===== src/rtl/core/dlfs_pkg.sv =====
// Package: shared constants, codes and controller/datapath link types for the line field splitter
package dlfs_pkg;

	localparam int LINE_DEPTH_DEF = 64;
	localparam int OUT_MAX        = 64;

	localparam int FUNC_W    = 2;
	localparam int BYTE_W    = 8;
	localparam int IDX_W     = 6;
	localparam int STAT_W    = 2;
	localparam int TOT_W     = 7;
	localparam int CFG_IDX_W = 2;
	localparam int OCNT_W    = $clog2(OUT_MAX + 1);

	localparam logic [FUNC_W-1:0] FUNC_START = 2'd0;
	localparam logic [FUNC_W-1:0] FUNC_PUT   = 2'd1;
	localparam logic [FUNC_W-1:0] FUNC_GET   = 2'd2;

	localparam logic [STAT_W-1:0] ST_OK  = 2'd0;
	localparam logic [STAT_W-1:0] ST_FIN = 2'd1;
	localparam logic [STAT_W-1:0] ST_ERR = 2'd2;

	localparam logic [CFG_IDX_W-1:0] CFG_SPLIT = 2'd0;
	localparam logic [CFG_IDX_W-1:0] CFG_END   = 2'd1;

	localparam logic [BYTE_W-1:0] SPLIT_RST = 8'd44;
	localparam logic [BYTE_W-1:0] END_RST   = 8'd10;

	localparam logic [TOT_W-1:0] CNT_MAX = 7'd127;

	typedef struct packed {
		logic latch;
		logic exec;
		logic walk_init;
		logic rd_issue;
		logic skip_step;
		logic take;
		logic fin_push;
	} ctrl_cmd_t;

	typedef struct packed {
		logic get_ok;
		logic pos_lt;
		logic skipping;
		logic ch_split;
		logic ch_end;
		logic pend;
		logic ocnt_last;
		logic out_free;
	} dp_stat_t;

endpackage


===== src/rtl/core/dlfs_ifs.sv =====
// Interfaces: command, response and configuration channels
interface dlfs_in_if import dlfs_pkg::*; ();
	logic              valid;
	logic              ready;
	logic [FUNC_W-1:0] func;
	logic [BYTE_W-1:0] data_byte;
	logic [IDX_W-1:0]  field_index;

	modport source (output valid, func, data_byte, field_index, input ready);
	modport sink (input valid, func, data_byte, field_index, output ready);
endinterface

interface dlfs_out_if import dlfs_pkg::*; ();
	logic              valid;
	logic              ready;
	logic [STAT_W-1:0] status;
	logic [BYTE_W-1:0] out_byte;
	logic              byte_valid;
	logic [TOT_W-1:0]  field_total;
	logic              line_done;
	logic              last;

	modport source (output valid, status, out_byte, byte_valid, field_total, line_done, last,
		input ready);
	modport sink (input valid, status, out_byte, byte_valid, field_total, line_done, last,
		output ready);
endinterface

interface dlfs_cfg_if import dlfs_pkg::*; ();
	logic                 valid;
	logic                 ready;
	logic [CFG_IDX_W-1:0] index;
	logic [BYTE_W-1:0]    data;

	modport source (output valid, index, data, input ready);
	modport sink (input valid, index, data, output ready);
endinterface


===== src/rtl/core/delimited_line_field_splitter.sv =====
// Top level: delimited line field splitter, controller plus datapath
// Start, put and rejected get commands: latched on accept, then written to the response register
// in the execute state once it is free; no new command is taken before that. Field get: walks
// the line store with registered reads from the line start up to the end of the requested field.
// Response register lets the walk advance while the previous result waits on ready.
// Reset clears the line state and restores the split/end characters; the store is not cleared.
module delimited_line_field_splitter import dlfs_pkg::*; #(
	parameter int LINE_DEPTH = LINE_DEPTH_DEF
) (
	input logic        clk,
	input logic        arst_n,
	dlfs_in_if.sink    cmd,
	dlfs_out_if.source rsp,
	dlfs_cfg_if.sink   cfg
);

	ctrl_cmd_t ctl;
	dp_stat_t  stat;
	logic      cmd_ready;

	assign cmd.ready = cmd_ready;

	dlfs_ctrl u_ctrl (
		.clk       (clk),
		.arst_n    (arst_n),
		.cmd_valid (cmd.valid),
		.cmd_ready (cmd_ready),
		.stat      (stat),
		.cmd       (ctl)
	);

	dlfs_dp #(
		.LINE_DEPTH (LINE_DEPTH)
	) u_dp (
		.clk    (clk),
		.arst_n (arst_n),
		.cmd_ch (cmd),
		.rsp    (rsp),
		.cfg    (cfg),
		.cmd    (ctl),
		.stat   (stat)
	);

	a_busy_after_accept: assert property (@(posedge clk) disable iff (!arst_n)
		(cmd.valid && cmd.ready) |=> !cmd.ready)
		else $error("command accepted while busy");

	a_byte_ok: assert property (@(posedge clk) disable iff (!arst_n)
		(rsp.valid && rsp.byte_valid) |-> (rsp.status == ST_OK && rsp.line_done))
		else $error("field byte on unfinished line or bad status");

	a_err_single: assert property (@(posedge clk) disable iff (!arst_n)
		(rsp.valid && rsp.status == ST_ERR) |-> (rsp.last && !rsp.byte_valid))
		else $error("error result not a single beat");

	a_total_open: assert property (@(posedge clk) disable iff (!arst_n)
		(rsp.valid && !rsp.line_done) |-> (rsp.field_total == '0))
		else $error("field total reported on open line");

endmodule


===== src/rtl/core/dlfs_ram.sv =====
// Generic single-port-write, registered-read RAM
module dlfs_ram #(
	parameter int WIDTH = 8,
	parameter int DEPTH = 64
) (
	input  logic                     clk,
	input  logic                     wr_en,
	input  logic [$clog2(DEPTH)-1:0] wr_addr,
	input  logic [WIDTH-1:0]         wr_data,
	input  logic                     rd_en,
	input  logic [$clog2(DEPTH)-1:0] rd_addr,
	output logic [WIDTH-1:0]         rd_data
);

	logic [WIDTH-1:0] mem [DEPTH];

	always_ff @(posedge clk) begin
		if (wr_en) begin
			mem[wr_addr] <= wr_data;
		end
		if (rd_en) begin
			rd_data <= mem[rd_addr];
		end
	end

endmodule


===== src/rtl/core/dlfs_ctrl.sv =====
// Controller: sequences single-beat operations and the field walk over the line store
module dlfs_ctrl import dlfs_pkg::*; (
	input  logic      clk,
	input  logic      arst_n,
	input  logic      cmd_valid,
	output logic      cmd_ready,
	input  dp_stat_t  stat,
	output ctrl_cmd_t cmd
);

	localparam logic [2:0] S_IDLE = 3'd0;
	localparam logic [2:0] S_EXEC = 3'd1;
	localparam logic [2:0] S_RD   = 3'd2;
	localparam logic [2:0] S_WT   = 3'd3;
	localparam logic [2:0] S_FIN  = 3'd4;

	logic [2:0] state_q;
	logic [2:0] state_d;

	assign cmd_ready = (state_q == S_IDLE);

	always_comb begin
		state_d = state_q;
		cmd     = '0;
		unique case (state_q)
			S_IDLE: begin
				if (cmd_valid) begin
					cmd.latch = 1'b1;
					state_d   = S_EXEC;
				end
			end
			S_EXEC: begin
				if (stat.get_ok) begin
					cmd.walk_init = 1'b1;
					state_d       = S_RD;
				end else if (stat.out_free) begin
					cmd.exec = 1'b1;
					state_d  = S_IDLE;
				end
			end
			S_RD: begin
				if (stat.pos_lt) begin
					cmd.rd_issue = 1'b1;
					state_d      = S_WT;
				end else begin
					state_d = S_FIN;
				end
			end
			S_WT: begin
				if (stat.skipping) begin
					cmd.skip_step = 1'b1;
					state_d       = S_RD;
				end else if (stat.ch_split || stat.ch_end) begin
					state_d = S_FIN;
				end else if (!stat.pend || stat.out_free) begin
					cmd.take = 1'b1;
					state_d  = stat.ocnt_last ? S_FIN : S_RD;
				end
			end
			S_FIN: begin
				if (stat.out_free) begin
					cmd.fin_push = 1'b1;
					state_d      = S_IDLE;
				end
			end
			default: begin
				state_d = S_IDLE;
			end
		endcase
	end

	always_ff @(posedge clk or negedge arst_n) begin
		if (!arst_n) begin
			state_q <= S_IDLE;
		end else begin
			state_q <= state_d;
		end
	end

endmodule


===== src/rtl/core/dlfs_dp.sv =====
// Datapath: config registers, line state, line store, walk counters and response register
module dlfs_dp import dlfs_pkg::*; #(
	parameter int LINE_DEPTH = LINE_DEPTH_DEF
) (
	input  logic      clk,
	input  logic      arst_n,
	dlfs_in_if.sink   cmd_ch,
	dlfs_out_if.source rsp,
	dlfs_cfg_if.sink  cfg,
	input  ctrl_cmd_t cmd,
	output dp_stat_t  stat
);

	localparam int PW = $clog2(LINE_DEPTH + 1);
	localparam int AW = $clog2(LINE_DEPTH);

	logic [BYTE_W-1:0] split_q;
	logic [BYTE_W-1:0] end_q;
	logic [FUNC_W-1:0] func_q;
	logic [BYTE_W-1:0] byte_q;
	logic [IDX_W-1:0]  idx_q;

	logic              fin_q;
	logic [PW-1:0]     wpos_q;
	logic [TOT_W-1:0]  fcnt_q;

	logic [PW-1:0]     pos_q;
	logic [IDX_W-1:0]  skip_q;
	logic [OCNT_W-1:0] ocnt_q;
	logic              pend_q;
	logic [BYTE_W-1:0] pbyte_q;

	logic              out_valid_q;
	logic [STAT_W-1:0] out_status_q;
	logic [BYTE_W-1:0] out_byte_q;
	logic              out_bv_q;
	logic [TOT_W-1:0]  out_total_q;
	logic              out_done_q;
	logic              out_last_q;

	logic              fin_d;
	logic [PW-1:0]     wpos_d;
	logic [TOT_W-1:0]  fcnt_d;
	logic [TOT_W-1:0]  fcnt_inc;
	logic [STAT_W-1:0] st_d;
	logic              put_wr;
	logic [BYTE_W-1:0] rd_data;
	logic              push;
	logic              out_free;

	assign cfg.ready = 1'b1;
	assign fcnt_inc  = (fcnt_q != CNT_MAX) ? fcnt_q + 1'b1 : fcnt_q;

	always_comb begin
		fin_d  = fin_q;
		wpos_d = wpos_q;
		fcnt_d = fcnt_q;
		st_d   = ST_ERR;
		put_wr = 1'b0;
		unique case (func_q)
			FUNC_START: begin
				fin_d  = 1'b0;
				wpos_d = '0;
				fcnt_d = '0;
				st_d   = ST_OK;
			end
			FUNC_PUT: begin
				if (!fin_q && (wpos_q < PW'(LINE_DEPTH))) begin
					put_wr = 1'b1;
					wpos_d = wpos_q + 1'b1;
					if (byte_q == end_q) begin
						fin_d  = 1'b1;
						fcnt_d = fcnt_inc;
						st_d   = ST_FIN;
					end else begin
						if (byte_q == split_q) begin
							fcnt_d = fcnt_inc;
						end
						st_d = ST_OK;
					end
				end
			end
			default: begin
			end
		endcase
	end

	dlfs_ram #(
		.WIDTH (BYTE_W),
		.DEPTH (LINE_DEPTH)
	) u_line_ram (
		.clk     (clk),
		.wr_en   (cmd.exec && put_wr),
		.wr_addr (wpos_q[AW-1:0]),
		.wr_data (byte_q),
		.rd_en   (cmd.rd_issue),
		.rd_addr (pos_q[AW-1:0]),
		.rd_data (rd_data)
	);

	assign out_free = !out_valid_q || rsp.ready;
	assign push     = cmd.exec || (cmd.take && pend_q) || cmd.fin_push;

	always_comb begin
		stat.get_ok    = (func_q == FUNC_GET) && fin_q && ({1'b0, idx_q} < fcnt_q);
		stat.pos_lt    = pos_q < wpos_q;
		stat.skipping  = skip_q != '0;
		stat.ch_split  = rd_data == split_q;
		stat.ch_end    = rd_data == end_q;
		stat.pend      = pend_q;
		stat.ocnt_last = ocnt_q == OCNT_W'(OUT_MAX - 1);
		stat.out_free  = out_free;
	end

	always_ff @(posedge clk or negedge arst_n) begin
		if (!arst_n) begin
			split_q <= SPLIT_RST;
			end_q   <= END_RST;
		end else if (cfg.valid) begin
			unique case (cfg.index)
				CFG_SPLIT: split_q <= cfg.data;
				CFG_END:   end_q   <= cfg.data;
				default: begin
				end
			endcase
		end
	end

	always_ff @(posedge clk) begin
		if (cmd.latch) begin
			func_q <= cmd_ch.func;
			byte_q <= cmd_ch.data_byte;
			idx_q  <= cmd_ch.field_index;
		end
	end

	always_ff @(posedge clk or negedge arst_n) begin
		if (!arst_n) begin
			fin_q  <= 1'b0;
			wpos_q <= '0;
			fcnt_q <= '0;
		end else if (cmd.exec) begin
			fin_q  <= fin_d;
			wpos_q <= wpos_d;
			fcnt_q <= fcnt_d;
		end
	end

	always_ff @(posedge clk or negedge arst_n) begin
		if (!arst_n) begin
			pend_q <= 1'b0;
		end else if (cmd.walk_init) begin
			pend_q <= 1'b0;
		end else if (cmd.take) begin
			pend_q <= 1'b1;
		end
	end

	always_ff @(posedge clk) begin
		if (cmd.walk_init) begin
			pos_q  <= '0;
			skip_q <= idx_q;
			ocnt_q <= '0;
		end else if (cmd.skip_step) begin
			pos_q <= pos_q + 1'b1;
			if (stat.ch_split) begin
				skip_q <= skip_q - 1'b1;
			end
		end else if (cmd.take) begin
			pos_q   <= pos_q + 1'b1;
			ocnt_q  <= ocnt_q + 1'b1;
			pbyte_q <= rd_data;
		end
	end

	always_ff @(posedge clk or negedge arst_n) begin
		if (!arst_n) begin
			out_valid_q <= 1'b0;
		end else if (push) begin
			out_valid_q <= 1'b1;
		end else if (rsp.ready) begin
			out_valid_q <= 1'b0;
		end
	end

	always_ff @(posedge clk) begin
		if (push) begin
			out_status_q <= cmd.exec ? st_d : ST_OK;
			out_byte_q   <= (!cmd.exec && pend_q) ? pbyte_q : '0;
			out_bv_q     <= !cmd.exec && pend_q;
			out_total_q  <= fin_d ? fcnt_d : '0;
			out_done_q   <= fin_d;
			out_last_q   <= !cmd.take;
		end
	end

	assign rsp.valid       = out_valid_q;
	assign rsp.status      = out_status_q;
	assign rsp.out_byte    = out_byte_q;
	assign rsp.byte_valid  = out_bv_q;
	assign rsp.field_total = out_total_q;
	assign rsp.line_done   = out_done_q;
	assign rsp.last        = out_last_q;

endmodule


===== src/flat_wrapper.sv =====
// flat-port wrapper written by rule: the top's interface ports become plain ports
module delimited_line_field_splitter_flat import dlfs_pkg::*;
#(
	parameter int LINE_DEPTH = LINE_DEPTH_DEF
)
  (clk, arst_n, cmd_valid, cmd_func, cmd_data_byte, cmd_field_index, cmd_ready, rsp_valid, rsp_status, rsp_out_byte, rsp_byte_valid, rsp_field_total, rsp_line_done, rsp_last, rsp_ready, cfg_valid, cfg_index, cfg_data, cfg_ready);
  dlfs_in_if cmd_i ();
  dlfs_out_if rsp_i ();
  dlfs_cfg_if cfg_i ();
  input logic clk;
  input logic arst_n;
  input wire logic [$bits(cmd_i.valid)-1:0] cmd_valid;
  input wire logic [$bits(cmd_i.func)-1:0] cmd_func;
  input wire logic [$bits(cmd_i.data_byte)-1:0] cmd_data_byte;
  input wire logic [$bits(cmd_i.field_index)-1:0] cmd_field_index;
  output wire logic [$bits(cmd_i.ready)-1:0] cmd_ready;
  output wire logic [$bits(rsp_i.valid)-1:0] rsp_valid;
  output wire logic [$bits(rsp_i.status)-1:0] rsp_status;
  output wire logic [$bits(rsp_i.out_byte)-1:0] rsp_out_byte;
  output wire logic [$bits(rsp_i.byte_valid)-1:0] rsp_byte_valid;
  output wire logic [$bits(rsp_i.field_total)-1:0] rsp_field_total;
  output wire logic [$bits(rsp_i.line_done)-1:0] rsp_line_done;
  output wire logic [$bits(rsp_i.last)-1:0] rsp_last;
  input wire logic [$bits(rsp_i.ready)-1:0] rsp_ready;
  input wire logic [$bits(cfg_i.valid)-1:0] cfg_valid;
  input wire logic [$bits(cfg_i.index)-1:0] cfg_index;
  input wire logic [$bits(cfg_i.data)-1:0] cfg_data;
  output wire logic [$bits(cfg_i.ready)-1:0] cfg_ready;
  assign cmd_i.valid = cmd_valid;
  assign cmd_i.func = cmd_func;
  assign cmd_i.data_byte = cmd_data_byte;
  assign cmd_i.field_index = cmd_field_index;
  assign cmd_ready = cmd_i.ready;
  assign rsp_valid = rsp_i.valid;
  assign rsp_status = rsp_i.status;
  assign rsp_out_byte = rsp_i.out_byte;
  assign rsp_byte_valid = rsp_i.byte_valid;
  assign rsp_field_total = rsp_i.field_total;
  assign rsp_line_done = rsp_i.line_done;
  assign rsp_last = rsp_i.last;
  assign rsp_i.ready = rsp_ready;
  assign cfg_i.valid = cfg_valid;
  assign cfg_i.index = cfg_index;
  assign cfg_i.data = cfg_data;
  assign cfg_ready = cfg_i.ready;
  delimited_line_field_splitter #(.LINE_DEPTH(LINE_DEPTH)) u_core (.clk(clk), .arst_n(arst_n), .cmd(cmd_i), .rsp(rsp_i), .cfg(cfg_i));
endmodule

===== config.mk =====
export PLATFORM = sky130hd
export DESIGN_NAME = delimited_line_field_splitter_flat
export DESIGN_NICKNAME = d
export VERILOG_FILES = /design/src/rtl/core/dlfs_pkg.sv /design/src/rtl/core/dlfs_ifs.sv /design/src/rtl/core/delimited_line_field_splitter.sv /design/src/rtl/core/dlfs_ram.sv /design/src/rtl/core/dlfs_ctrl.sv /design/src/rtl/core/dlfs_dp.sv /design/src/flat_wrapper.sv
export SDC_FILE = /design/constraint.sdc
export NUM_CORES = 1
export LEC_CHECK = 0
export ABC_CLOCK_PERIOD_IN_PS = 9460
export BUFFER_PORTS_ARGS = -buffer_cell sky130_fd_sc_hd__clkbuf_2
export CORE_MARGIN = 2
export CORE_UTILIZATION = 60
export DETAILED_ROUTE_END_ITERATION = 8
export PLACE_DENSITY = 0.75
export SETUP_SLACK_MARGIN = 0.02
export SLEW_MARGIN = 5
export SYNTH_ARGS = -nofsm -noshare
export SYNTH_HDL_FRONTEND = slang
export SYNTH_SLANG_ARGS = --single-unit

===== constraint.sdc =====
create_clock -name clk -period 9.46 [get_ports clk]
set_input_delay 1.892 -clock clk [delete_from_list [all_inputs] [get_ports clk]]
set_output_delay 1.892 -clock clk [all_outputs]
set_load 0.03 [all_outputs]

# After elaboration in Yosys (flattened, before gate mapping)

Memory sizes are Yosys's and may differ from the RTL's. A register that Yosys moved wholly into a read port is not among the register bits.
Index checks and enable logic that the tools add are counted.

$add $sub $neg: 5
Multipliers: 0
Divide/modulo/power cells: 0
$lt $le $gt $ge: 3
Equality and inequality tests: 16
Shifts and indexed selects: 0
Mux-type cells: 49
Bitwise logic cells: 2
Reduce and logical (&&, ||, !) cells: 33

Operator list:

| kind                  | count |
|---|---|
| $mux W7               | 7 |
| $eq A8 B8 Y1          | 4 |
| $add A7 B1 Y7 const B | 4 |
| $pmux W7 S2           | 2 |
| $mux W3               | 8 |
| $mux W1               | 23 |
| $mux W6               | 3 |
| $pmux W3 S5           | 1 |
| $reduce_bool A2 Y1    | 6 |
| $reduce_and A2 Y1     | 5 |
| $eq A7 B6 Y1 const B  | 1 |
| $lt A6 B7 Y1          | 1 |
| $lt A7 B7 Y1          | 1 |
| $lt A7 B7 Y1 const B  | 1 |
| $ne A7 B7 Y1 const B  | 1 |
| $eq A3 B2 Y1 const B  | 2 |
| $logic_and A1 B1 Y1   | 6 |
| $mux W2               | 3 |
| $reduce_and A3 Y1     | 2 |
| $reduce_bool A6 Y1    | 1 |
| $sub A6 B1 Y6 const B | 1 |
| $logic_not A1 Y1      | 5 |
| $logic_or A1 B1 Y1    | 5 |
| $eq A2 B1 Y1 const B  | 2 |
| other kinds (10)      | 13 |

Flip-flop bits (word level): 100
Bits in latches: 0
Bits in writable memories: 512
ROM bits: 0
Bits of input ports: 31
Output and inout port bits: 23
Logic and storage cells: 130
Memories kept: 1

Memory list:

| name                       | words | bits a word | rd ports | clocked after Yosys merged registers in | write ports | line           | text |
|---|---|---|---|---|---|---|---|
| u_core.u_dp.u_line_ram.mem | 64    | 8           | 1        | 1                                       | 1           | dlfs_ram.sv:15 | `logic [WIDTH-1:0] mem [DEPTH];` |

# Longest topological paths before layout

Gate-level depths: netlist (run 1).

Depth after elaboration: 11
Mapped depth: 10
Gate-level depth less buffers: 8

# Worst setup path before layout (run 1)

OpenSTA, ideal clock, no wires.

Path type: input-to-reg
Start: in rsp_ready
End: reg u_core.u_dp.out_bv_q, in the netlist u_core.u_dp.rsp.byte_valid (enable)
Library setup time: 0.425 ns
Arrival: 3.440 ns
Data required time: 9.035 ns
Path slack: 5.595 ns
Stages on the path: 2
Path buffers: 0
Cells stage by stage: nor2b_1 o21ai_0

Longest elaborated chain between the ends: 9
Elaborated cells between the ends (all ways): 13
Those cells by class: 8 x mux; 5 x reduce/logical

RTL lines:

| item                 | line               | text |
|---|---|---|
| from (decl)          | flat_wrapper.sv:24 | `input wire logic [$bits(rsp_i.ready)-1:0] rsp_ready;` |
| $logic_or A1 B1 Y1 * | dlfs_dp.sv:101     | `assign out_free = !out_valid_q \|\| rsp.ready;` |
| $logic_or A1 B1 Y1   | dlfs_ctrl.sv:55    | `end else if (!stat.pend \|\| stat.out_free) begin` |
| $mux W1              | dlfs_ctrl.sv:55    |  |
| $mux W1              | dlfs_ctrl.sv:53    | `end else if (stat.ch_split \|\| stat.ch_end) begin` |
| $mux W1              | dlfs_ctrl.sv:50    | `if (stat.skipping) begin` |
| $mux W2              | dlfs_ctrl.sv:25    | `unique case (state_q)` |
| $logic_and A1 B1 Y1  | dlfs_dp.sv:102     | `assign push = cmd.exec \|\| (cmd.take && pend_q) \|\| cmd.fin_push;` |
| $logic_or A1 B1 Y1   | dlfs_dp.sv:102     |  |
| $logic_or A1 B1 Y1 * | dlfs_dp.sv:102     |  |
| net u_core.u_dp.push | dlfs_dp.sv:48      | `logic push;` |
| to (signal assigned) | dlfs_dp.sv:190     | `out_bv_q <= !cmd.exec && pend_q;` |
| to (decl)            | dlfs_dp.sv:36      | `logic out_bv_q;` |

The timed path passes the listed nets; every way through them passes the cells marked *.
A chain may end at the register's enable or synchronous reset.

# Final worst setup path (run 1)

Start: in rsp_ready
End: mem u_core.u_dp.u_line_ram.mem[2][0] (enable)

Longest elaborated chain between the ends: 7

RTL lines:

| item                          | line            | text |
|---|---|---|
| $logic_or A1 B1 Y1            | dlfs_dp.sv:101  |  |
| $mux W1                       | dlfs_ctrl.sv:36 | `end else if (stat.out_free) begin` |
| $mux W1                       | dlfs_ctrl.sv:33 | `if (stat.get_ok) begin` |
| $mux W2                       | dlfs_ctrl.sv:25 |  |
| $logic_and A1 B1 Y1           | dlfs_dp.sv:93   | `.wr_en (cmd.exec && put_wr),` |
| $mux W1                       | dlfs_ram.sv:18  | `if (wr_en) begin` |
| $mux W1 (implied by the code) | dlfs_ram.sv:19  | `mem[wr_addr] <= wr_data;` |
| to (decl)                     | dlfs_ram.sv:15  |  |

No other way between the ends.

==> results.md, run 1 <==
Pwr:
- The leakage dissipation is a little over 9 nW.
- The power density normalized to cell area is about 240 nW/um^2.
- The maximum resistive drop on vdd is 0.146 mV.
- The total power of the final layout is between 0.006 and 0.007 W.

Synthesis:
- The average instance area after synthesis is 19.5 um^2.
- The synthesized design contains 620 register bits.
- During synthesis, Yosys emitted a total of 0 warnings.
- The synthesized cell area is 24900 um^2.
- The number of cells produced by synthesis is 1275.
- The synthesized net count is about 1300.
- The number of enable-type register cells in the synthesized netlist is 570.
- The register area share after synthesis is 0.735.
- Counting distinct cell types in the post-synthesis netlist gives 56.
- The predominant post-synthesis flop cell is sky130_fd_sc_hd__edfxtp_1.
- In the synthesized netlist the async set-or-reset flop fraction comes to 0.0581.

Drt:
- The final routed wire length divided by cell count is approximately 29 um.
- The number of DRC violations after detailed routing is 0.
- The starting DRC count in detailed routing is approximately 1600.
- The via count normalized by instance count is 6.57.
- The number of nets with antenna violations after routing is 0.
- The total number of vias is about 13000.
- For this run, the detailed router's first-pass iteration total came to 5.
- The wire length reported by the detailed router is between 50000 and 60000 um.

Placed design:
- After legalization and detailed placement, the total HPWL measured between 30000 and 40000 um.
- At the end of routability-driven placement, the weighted congestion stood at between 0.8 and 0.9.
- The number of buffers added on ports is 52.

GRT:
- Entering global routing, the biggest net connects 133 pins.
- In the global route stage, overall resource usage came out at 0.266.
- The first global-routing pass estimated between 80000 and 90000 um of wire.
- The initial antenna violation count is 0.
- The number of global-route vias before repair came to between 10000 and 15000.
- The global-route congestion overflow total is 0.

STA:
- The maximum clock frequency is roughly 0.23 GHz.
- For the pin with the worst max-slew slack, the measured transition is between 1000 and 1500 ps.
- The worst path needs 4280 ps of the cycle, external delays included.
- Headroom to the max-slew limit came out at 0.247.
- The tightest hold path in the finished design has a slack of 504 ps.
- The number of endpoints with negative hold slack in the final report is 0.
- The setup-violating endpoint count in the final report is 0.
- In the finished design, the share of the clock period the worst path needs comes to 0.452.
- Setup total negative slack on the finished layout was measured at 0 ps.
- The total count of max-transition violations in the final report came to 0.
- Setup repair after global routing left no endpoint under its margin.
- The maximum clock skew at final layout is 28.1 ps.

Die:
- The number of ports placed on the die boundary is 54.
- The standard-cell row count is between 70 and 80.
- The die covers around 43000 um^2.
- The core region is between 40000 and 50000 um^2.
- The starting density of the core is 0.608.
- The die is between 200 and 250 um wide.
- The floorplan step set the die height to about 210 um.

Finish:
- The fraction of layout instances using a drive strength above 1 is 0.261.
- The final antenna diode count is 0.
- From synthesis to final layout, the design area changed by 11.5%.
- Leaving out fill and tap cells, the most frequent cell in the layout is sky130_fd_sc_hd__edfxtp_1.
- Leaving out fill and tap cells, the most frequent cells in the layout are sky130_fd_sc_hd__edfxtp_1 (570), sky130_fd_sc_hd__mux4_2 (160), sky130_fd_sc_hd__nor2_1 (98).
- At the end of the flow, the number of nets in the layout was ~1400.

CTS:
- The clock latency on the worst-skew pair is 620 ps.
- The H-tree was split into 2 levels.
- After clock tree synthesis, the clock-pin slew on the worst setup and hold paths is approximately 60 ps.
- The clock net sink count is 620.
- The longest clock path from root to sink contains 3 buffers.
- After clock tree synthesis, the repair step resized 0 gates.
- Counting the buffers created by CTS gives 60.
- The count of hold buffers inserted by post-cts repair is 0.
- The root buffer cell chosen for the clock tree is sky130_fd_sc_hd__clkbuf_16.
- TritonCTS built the clock tree.
- Once the clock tree was built, the setup fixing pass inserted 0 buffers.

Status:
- The flow ran to the end, and the final reports show no timing, DRC or antenna violations.

Setup path:
- The worst setup path is of the input port to flop kind.
- The critical path data arrival time is about 4500 ps.
- On the worst path, the slowest cell contributes a delay of about 850 ps.
- The slowest stage of the critical path is the sky130_fd_sc_hd__nor2_1 cell.
- The signal on the critical path passes through clkbuf_2, nor2b_1, nor2_1, and3_1, nand3_1, nor2_1.
- STA classifies the critical path endpoint as a flop.
- The most common cell type on the critical path is sky130_fd_sc_hd__nor2_1.
- The startpoint kind of the worst setup timing path is an input port.
- In this run the worst path has a maximum fanout of 11.
- The endpoint required time on the critical path is 9710 ps.

Flow run:
- The max-cap violation count is 0.

Min path:
- The class of the tightest hold or removal check is flop to flop.
[synthesized netlist by cell type, drive strengths merged, types with 6 or more instances]
master	n	area (um^2)
dfrtp	31	776
a21oi	16	80.1
inv	21	78.8
and3	13	81.3
nand2	48	180
clkbuf	27	101
edfxtp	570	17100
o21ai	19	98.8
nand4	17	138
or3	8	50.1
dfxtp	14	280
mux4	160	3600
nand3	21	105
ha	17	213
nor4	6	37.5
nand2b	6	37.5
mux2i	7	70.1
nor3	12	60.1
xnor2	29	254
nor2	98	368
xor2	18	158
mux2	16	180
a31oi	7	43.8
a22oi	17	128
buf	28	173
[layer usage]
layer  up-vias  wire [um]  global-route usage
met5         -          0                   0
met4         0       1690              0.0888
met3        94       5070              0.0595
met2       729      26900               0.417
met1      6528      22300               0.380
li1       5316          -                   -
[metrics by stage]
step | cells | setup slack (ps) | area (um^2) | utilization
after global placement | 1817 | 4820 | 25700 | 0.627
after floorplan | 1275 | 5600 | 24900 | -
final | 1928 | 5180 | 27800 | 0.678
after CTS | 1928 | 5230 | 27800 | 0.678
after detailed placement | 1817 | 4580 | 25700 | 0.627
after global routing | 1928 | 5030 | 27800 | 0.678
[logic make-up after synthesis]
logic type	count (synthesis)	share of synthesized area
DFF	620	0.735
and+or+nand+nor	252	0.0494
muxes	183	0.155
AOI/OAI and AO/OA	79	0.0210
buffers and inverters	76	0.0142
xor gates and xnor gates	47	0.0165
adders and majority gates	17	0.00855
other	1	0.000151
[worst max-delay path: cells and delay by family]
family | cells | cell delay (ps)
buf+inv | 1 | 90
simple gates | 5 | 2520
[state kept, by name (all words and copies together) (netlist names), 3 cells and up]
register                        cells
u_core.u_dp.byte_q                  8
u_core.u_dp.fcnt_q                  7
u_core.u_dp.skip_q                  6
u_core.u_dp.u_line_ram.rd_data      8
u_core.u_dp.pos_q                   7
u_core.u_dp.rsp.field_total         7
u_core.u_dp.wpos_q                  7
u_core.u_dp.u_line_ram.mem        512
u_core.u_dp.idx_q                   6
u_core.u_dp.end_q                   8
u_core.u_dp.pbyte_q                 8
u_core.u_dp.ocnt_q                  7
u_core.u_dp.split_q                 8
u_core.u_ctrl.state_q               3
u_core.u_dp.rsp.out_byte            8
[power breakdown]
group | total (W) | internal (W) | switching, W
Combinational | 0.000790 | 0.000285 | 0.000505
Clock | 0.00250 | 0.00147 | 0.00104
Sequential | 0.00327 | 0.00317 | 0.0000976
[worst paths after layout]
kind                       slack [ps]                  start  cells after the start                               end
setup / recovery                 5180              rsp_ready                      6  u_core.u_dp.u_line_ram.mem[2][0]
hold / removal                    500  u_core.u_dp.ocnt_q[1]                      2             u_core.u_dp.ocnt_q[1]
setup reg to reg                 5270  u_core.u_dp.fcnt_q[3]                      8  u_core.u_dp.u_line_ram.mem[2][0]
hold reg to reg                   500  u_core.u_dp.ocnt_q[1]                      2             u_core.u_dp.ocnt_q[1]
max in group asynchronous        7430                 arst_n                      1              u_core.u_dp.end_q[0]
min in group asynchronous        1430                 arst_n                      1             u_core.u_dp.fcnt_q[3]
[final cells by class]
| type | instances | area, um^2 |
|---|---|---|
| clock buffer | 69 | 1560 |
| clock inverter | 42 | 536 |
| fill | 2552 | 13200 |
| inverter | 21 | 78.8 |
| multi-input combinational | 579 | 6240 |
| sequential | 620 | 18300 |
| tap | 532 | 666 |
| timing repair buffer | 65 | 370 |
(Power assumes the default switching activity.)
==> run 2, diff against run 1 <==
- ABC_CLOCK_PERIOD_IN_PS: 9460 -> 3700
- CORE_UTILIZATION: 60 -> 56
- PLACE_DENSITY: 0.75 -> 0.73
- clock period: 9.46 -> 3.7 ns (I/O delays scaled with it)
==> results.md, run 2 (synthesis results as in run 1) <==
Status:
- The flow ran to the end, and the final reports show no timing, DRC or antenna violations.

Pwr:
- Of the total power, the share spent switching nets is 0.244.
- Summed over all cells, the static leakage comes to about 9.6 nW.
- The internal power of the cells totals between 0.01 and 0.015 W.
- The power share of the sequential group is 0.498.
- Of the total power, the clock network draws 0.381.
- Dividing total power by cell area gives a power density of between 500 and 600 nW/um^2.
- The share of total power dissipated in combinational logic is 0.120.
- The reported net switching power is ~0.0041 W.
- The maximum resistive drop on vdd is ~0.42 mV.

STA:
- The worst hold slack across all endpoints is 243 ps.
- The setup-violating endpoint count in the final report is 0.
- The total negative slack is 0 ps.
- The number of endpoints with negative hold slack in the final report is 0.
- The total count of max-transition violations in the final report is 0.
- Of the available clock period, the critical path in the final layout requires 0.886.
- The normalized max-slew margin is 0.289.
- The smallest clock period supported by the final layout is computed as 3280 ps.
- Across the routed clock network, the largest skew measured is between 20 and 25 ps.
- At the pin with the least slew margin, the transition time is around 1100 ps.
- Setup repair after global routing left no endpoint under its margin.
- Based on the critical path, the design can be clocked at up to 0.305 GHz.

CTS:
- The number of hold buffers added after CTS was 0.
- In this run the number of H-tree levels came out at 2.
- The post-CTS setup-driven buffer insertion count is 0.
- The total of cells resized after clock tree synthesis is 0.
- Clock tree synthesis found a total of slightly above 600 sinks.
- TritonCTS built the clock tree.
- The clock buffer count from CTS is 59.
- In this run the clock root is driven by a sky130_fd_sc_hd__clkbuf_16.
- The worst-case clock buffer depth is 3.
- Clock-pin slew was measured on the worst setup and hold paths at ~60 ps.
- For the worst-skew pair, the clock arrives at the later sink with an insertion delay of about 620 ps.

Placed design:
- The post-place instance area is about 26000 um^2.
- The number of placed cells counting well taps is between 1500 and 2000.
- Once detailed placement completed, the half-perimeter wirelength came to roughly 35000 um.
- The count of buffers added on input and output ports is 52.
- The final weighted congestion of routability-driven global placement is roughly 0.91.

Setup path:
- Traced cell by cell, the critical path runs through inv_1, ha_1, and4b_1, o21ai_0, o221ai_1, and3_1, nand2_1, nor2_1, buf_4.
- The endpoint type of the worst setup path is a flop.
- The endpoint identified for the worst register-to-register timing path is u_core.u_dp.u_line_ram.mem[55][0].
- The worst setup path is of the flop to flop kind.
- The critical path data arrival time is 3590 ps.
- Along the worst path, the maximum fanout reaches 11.
- The slack of the worst reg-to-reg path is 420 ps.
- For this run, the slowest stage of the critical path takes approximately 570 ps.
- The number of buffer and inverter instances along the worst setup path is 2.
- The endpoint required time on the critical path is approximately 4000 ps.
- The library cell contributing the largest single delay on the critical path is sky130_fd_sc_hd__and3_1.
- The worst setup path is launched from a flop.
- The cell depth of the worst flop-to-flop path is 9.
- The startpoint identified for the worst register-to-register timing path is u_core.u_dp.fcnt_q[5].
- In this design, the largest share of critical-path delay is due to simple AND/OR/NAND/NOR gates.

Finish:
- The fill cell instance count of the final layout is between 2000 and 3000.
- In the final layout, flip-flops and latches occupy around 18000 um^2.
- The flip-flop count of the largest register after layout is 512.
- Leaving out fill and tap cells, the most frequent cells in the layout are sky130_fd_sc_hd__edfxtp_1 (570), sky130_fd_sc_hd__mux4_2 (160), sky130_fd_sc_hd__nor2_1 (98).
- Relative to the synthesized area, the layout overhead comes to 14.4%.
- The most flop-heavy register is u_core.u_dp.u_line_ram.mem.
- The fraction of layout instances using a drive strength above 1 is 0.298.
- The most frequent standard cell in the layout excluding fill and tap cells is sky130_fd_sc_hd__edfxtp_1.
- The area of the multi-input gates is around 6200 um^2.
- The summed area of non-filler cells in the final layout is 28500 um^2.
- The number of antenna diodes in the final layout is 0.
- The number of standard cells in the layout, taps in and fillers out is about 2100.
- In the final design database the tool counted between 1000 and 1500 nets.

Die:
- During I/O placement, the number of pins put on the boundary was between 50 and 60.
- The core region is between 40000 and 50000 um^2.
- For this configuration, the core starts out at a cell density of 0.565.
- The floorplan has 77 rows.
- In this run the vertical extent of the chip is 215 um.
- The die is 215 um wide.
- The die outline area is 46100 um^2.

GRT:
- The first global-routing pass estimated 83300 um of wire.
- Entering global routing, the biggest net connects just over 70 pins.
- In the global route stage, overall resource usage came out at 0.244.
- The global-route congestion overflow total is 0.
- The number of global-route vias before repair is between 10000 and 15000.
- The initial antenna violation count is 0.

Min path:
- The worst hold path belongs to the class input port to asynchronous set/reset pin.

Flow run:
- The tool flagged a number of max-cap violations equal to 0.

Drt:
- Summed over all layers, the routed wires come to around 55000 um.
- After detailed routing, the number of vias per cell comes to 6.21.
- The starting DRC count in detailed routing is between 1500 and 2000.
- Across all layers, the routed design uses 12800 vias.
- The final routed wire length divided by cell count is around 27 um.
- The number of DRC violations after detailed routing is 0.
- The length of the first detailed-routing pass in iterations is 6.
- The number of nets with antenna violations after routing is 0.
==> run 2: changes by cell type in the layout (fill, tap and decap cells not counted), sizes merged <==
cell	delta
buf	+83
bufinv	+2
clkbuf	+3
clkinv	+1
clkinvlp	-7
inv	-1
==> run 2: through the flow <==
step	utilization	total power, W	setup slack (ps)
CTS	0.646	0.0169	389
floorplan	-	0.00983	428
finish	0.646	0.0168	423
global route	0.646	0.0173	289
global placement	0.600	0.0105	409
detailed placement	0.600	0.0105	405
==> run 2: metal layers <==
metal | track usage | share of wire
met4 | 0.100 | 0.042
met2 | 0.390 | 0.49
met3 | 0.0430 | 0.075
met1 | 0.337 | 0.40
met5 | 0 | 0
==> run 2: power groups by stage <==
stage	logic [W]	clock network [W]	registers [W]
6_report	0.00203	0.00640	0.00838
5_1_grt	0.00218	0.00674	0.00840
4_1_cts	0.00204	0.00650	0.00837
3_5_place_dp	0.00203	0	0.00852
3_3_place_gp	0.00199	0	0.00851
2_1_floorplan	0.00117	0	0.00866
==> run 2: how the worst max path moves through the flow <==
stage | startpoint | to | slack, ps | cells after the start
final | u_core.u_dp.fcnt_q[5] | u_core.u_dp.u_line_ram.mem[55][0] | 420 | 9
after global routing | u_core.u_dp.pos_q[0] | u_core.u_dp.u_line_ram.rd_data[4] | 290 | 5
after CTS | u_core.u_dp.pos_q[0] | u_core.u_dp.u_line_ram.rd_data[2] | 390 | 5
after global placement | u_core.u_dp.pos_q[0] | u_core.u_dp.u_line_ram.rd_data[4] | 410 | 5
after floorplan | u_core.u_dp.split_q[5] | u_core.u_dp.rsp.byte_valid | 430 | 7
after detailed placement | u_core.u_dp.pos_q[0] | u_core.u_dp.u_line_ram.rd_data[2] | 410 | 5
==> run 2: final cells by class <==
cell class,instances,area share
flip-flops and latches,620,0.643
multi-input cells,579,0.219
clock buffers,72,0.0543
repair buffers,148,0.0362
well taps,592,0.0260
clock inverters,37,0.0181
inverters,21,0.00277
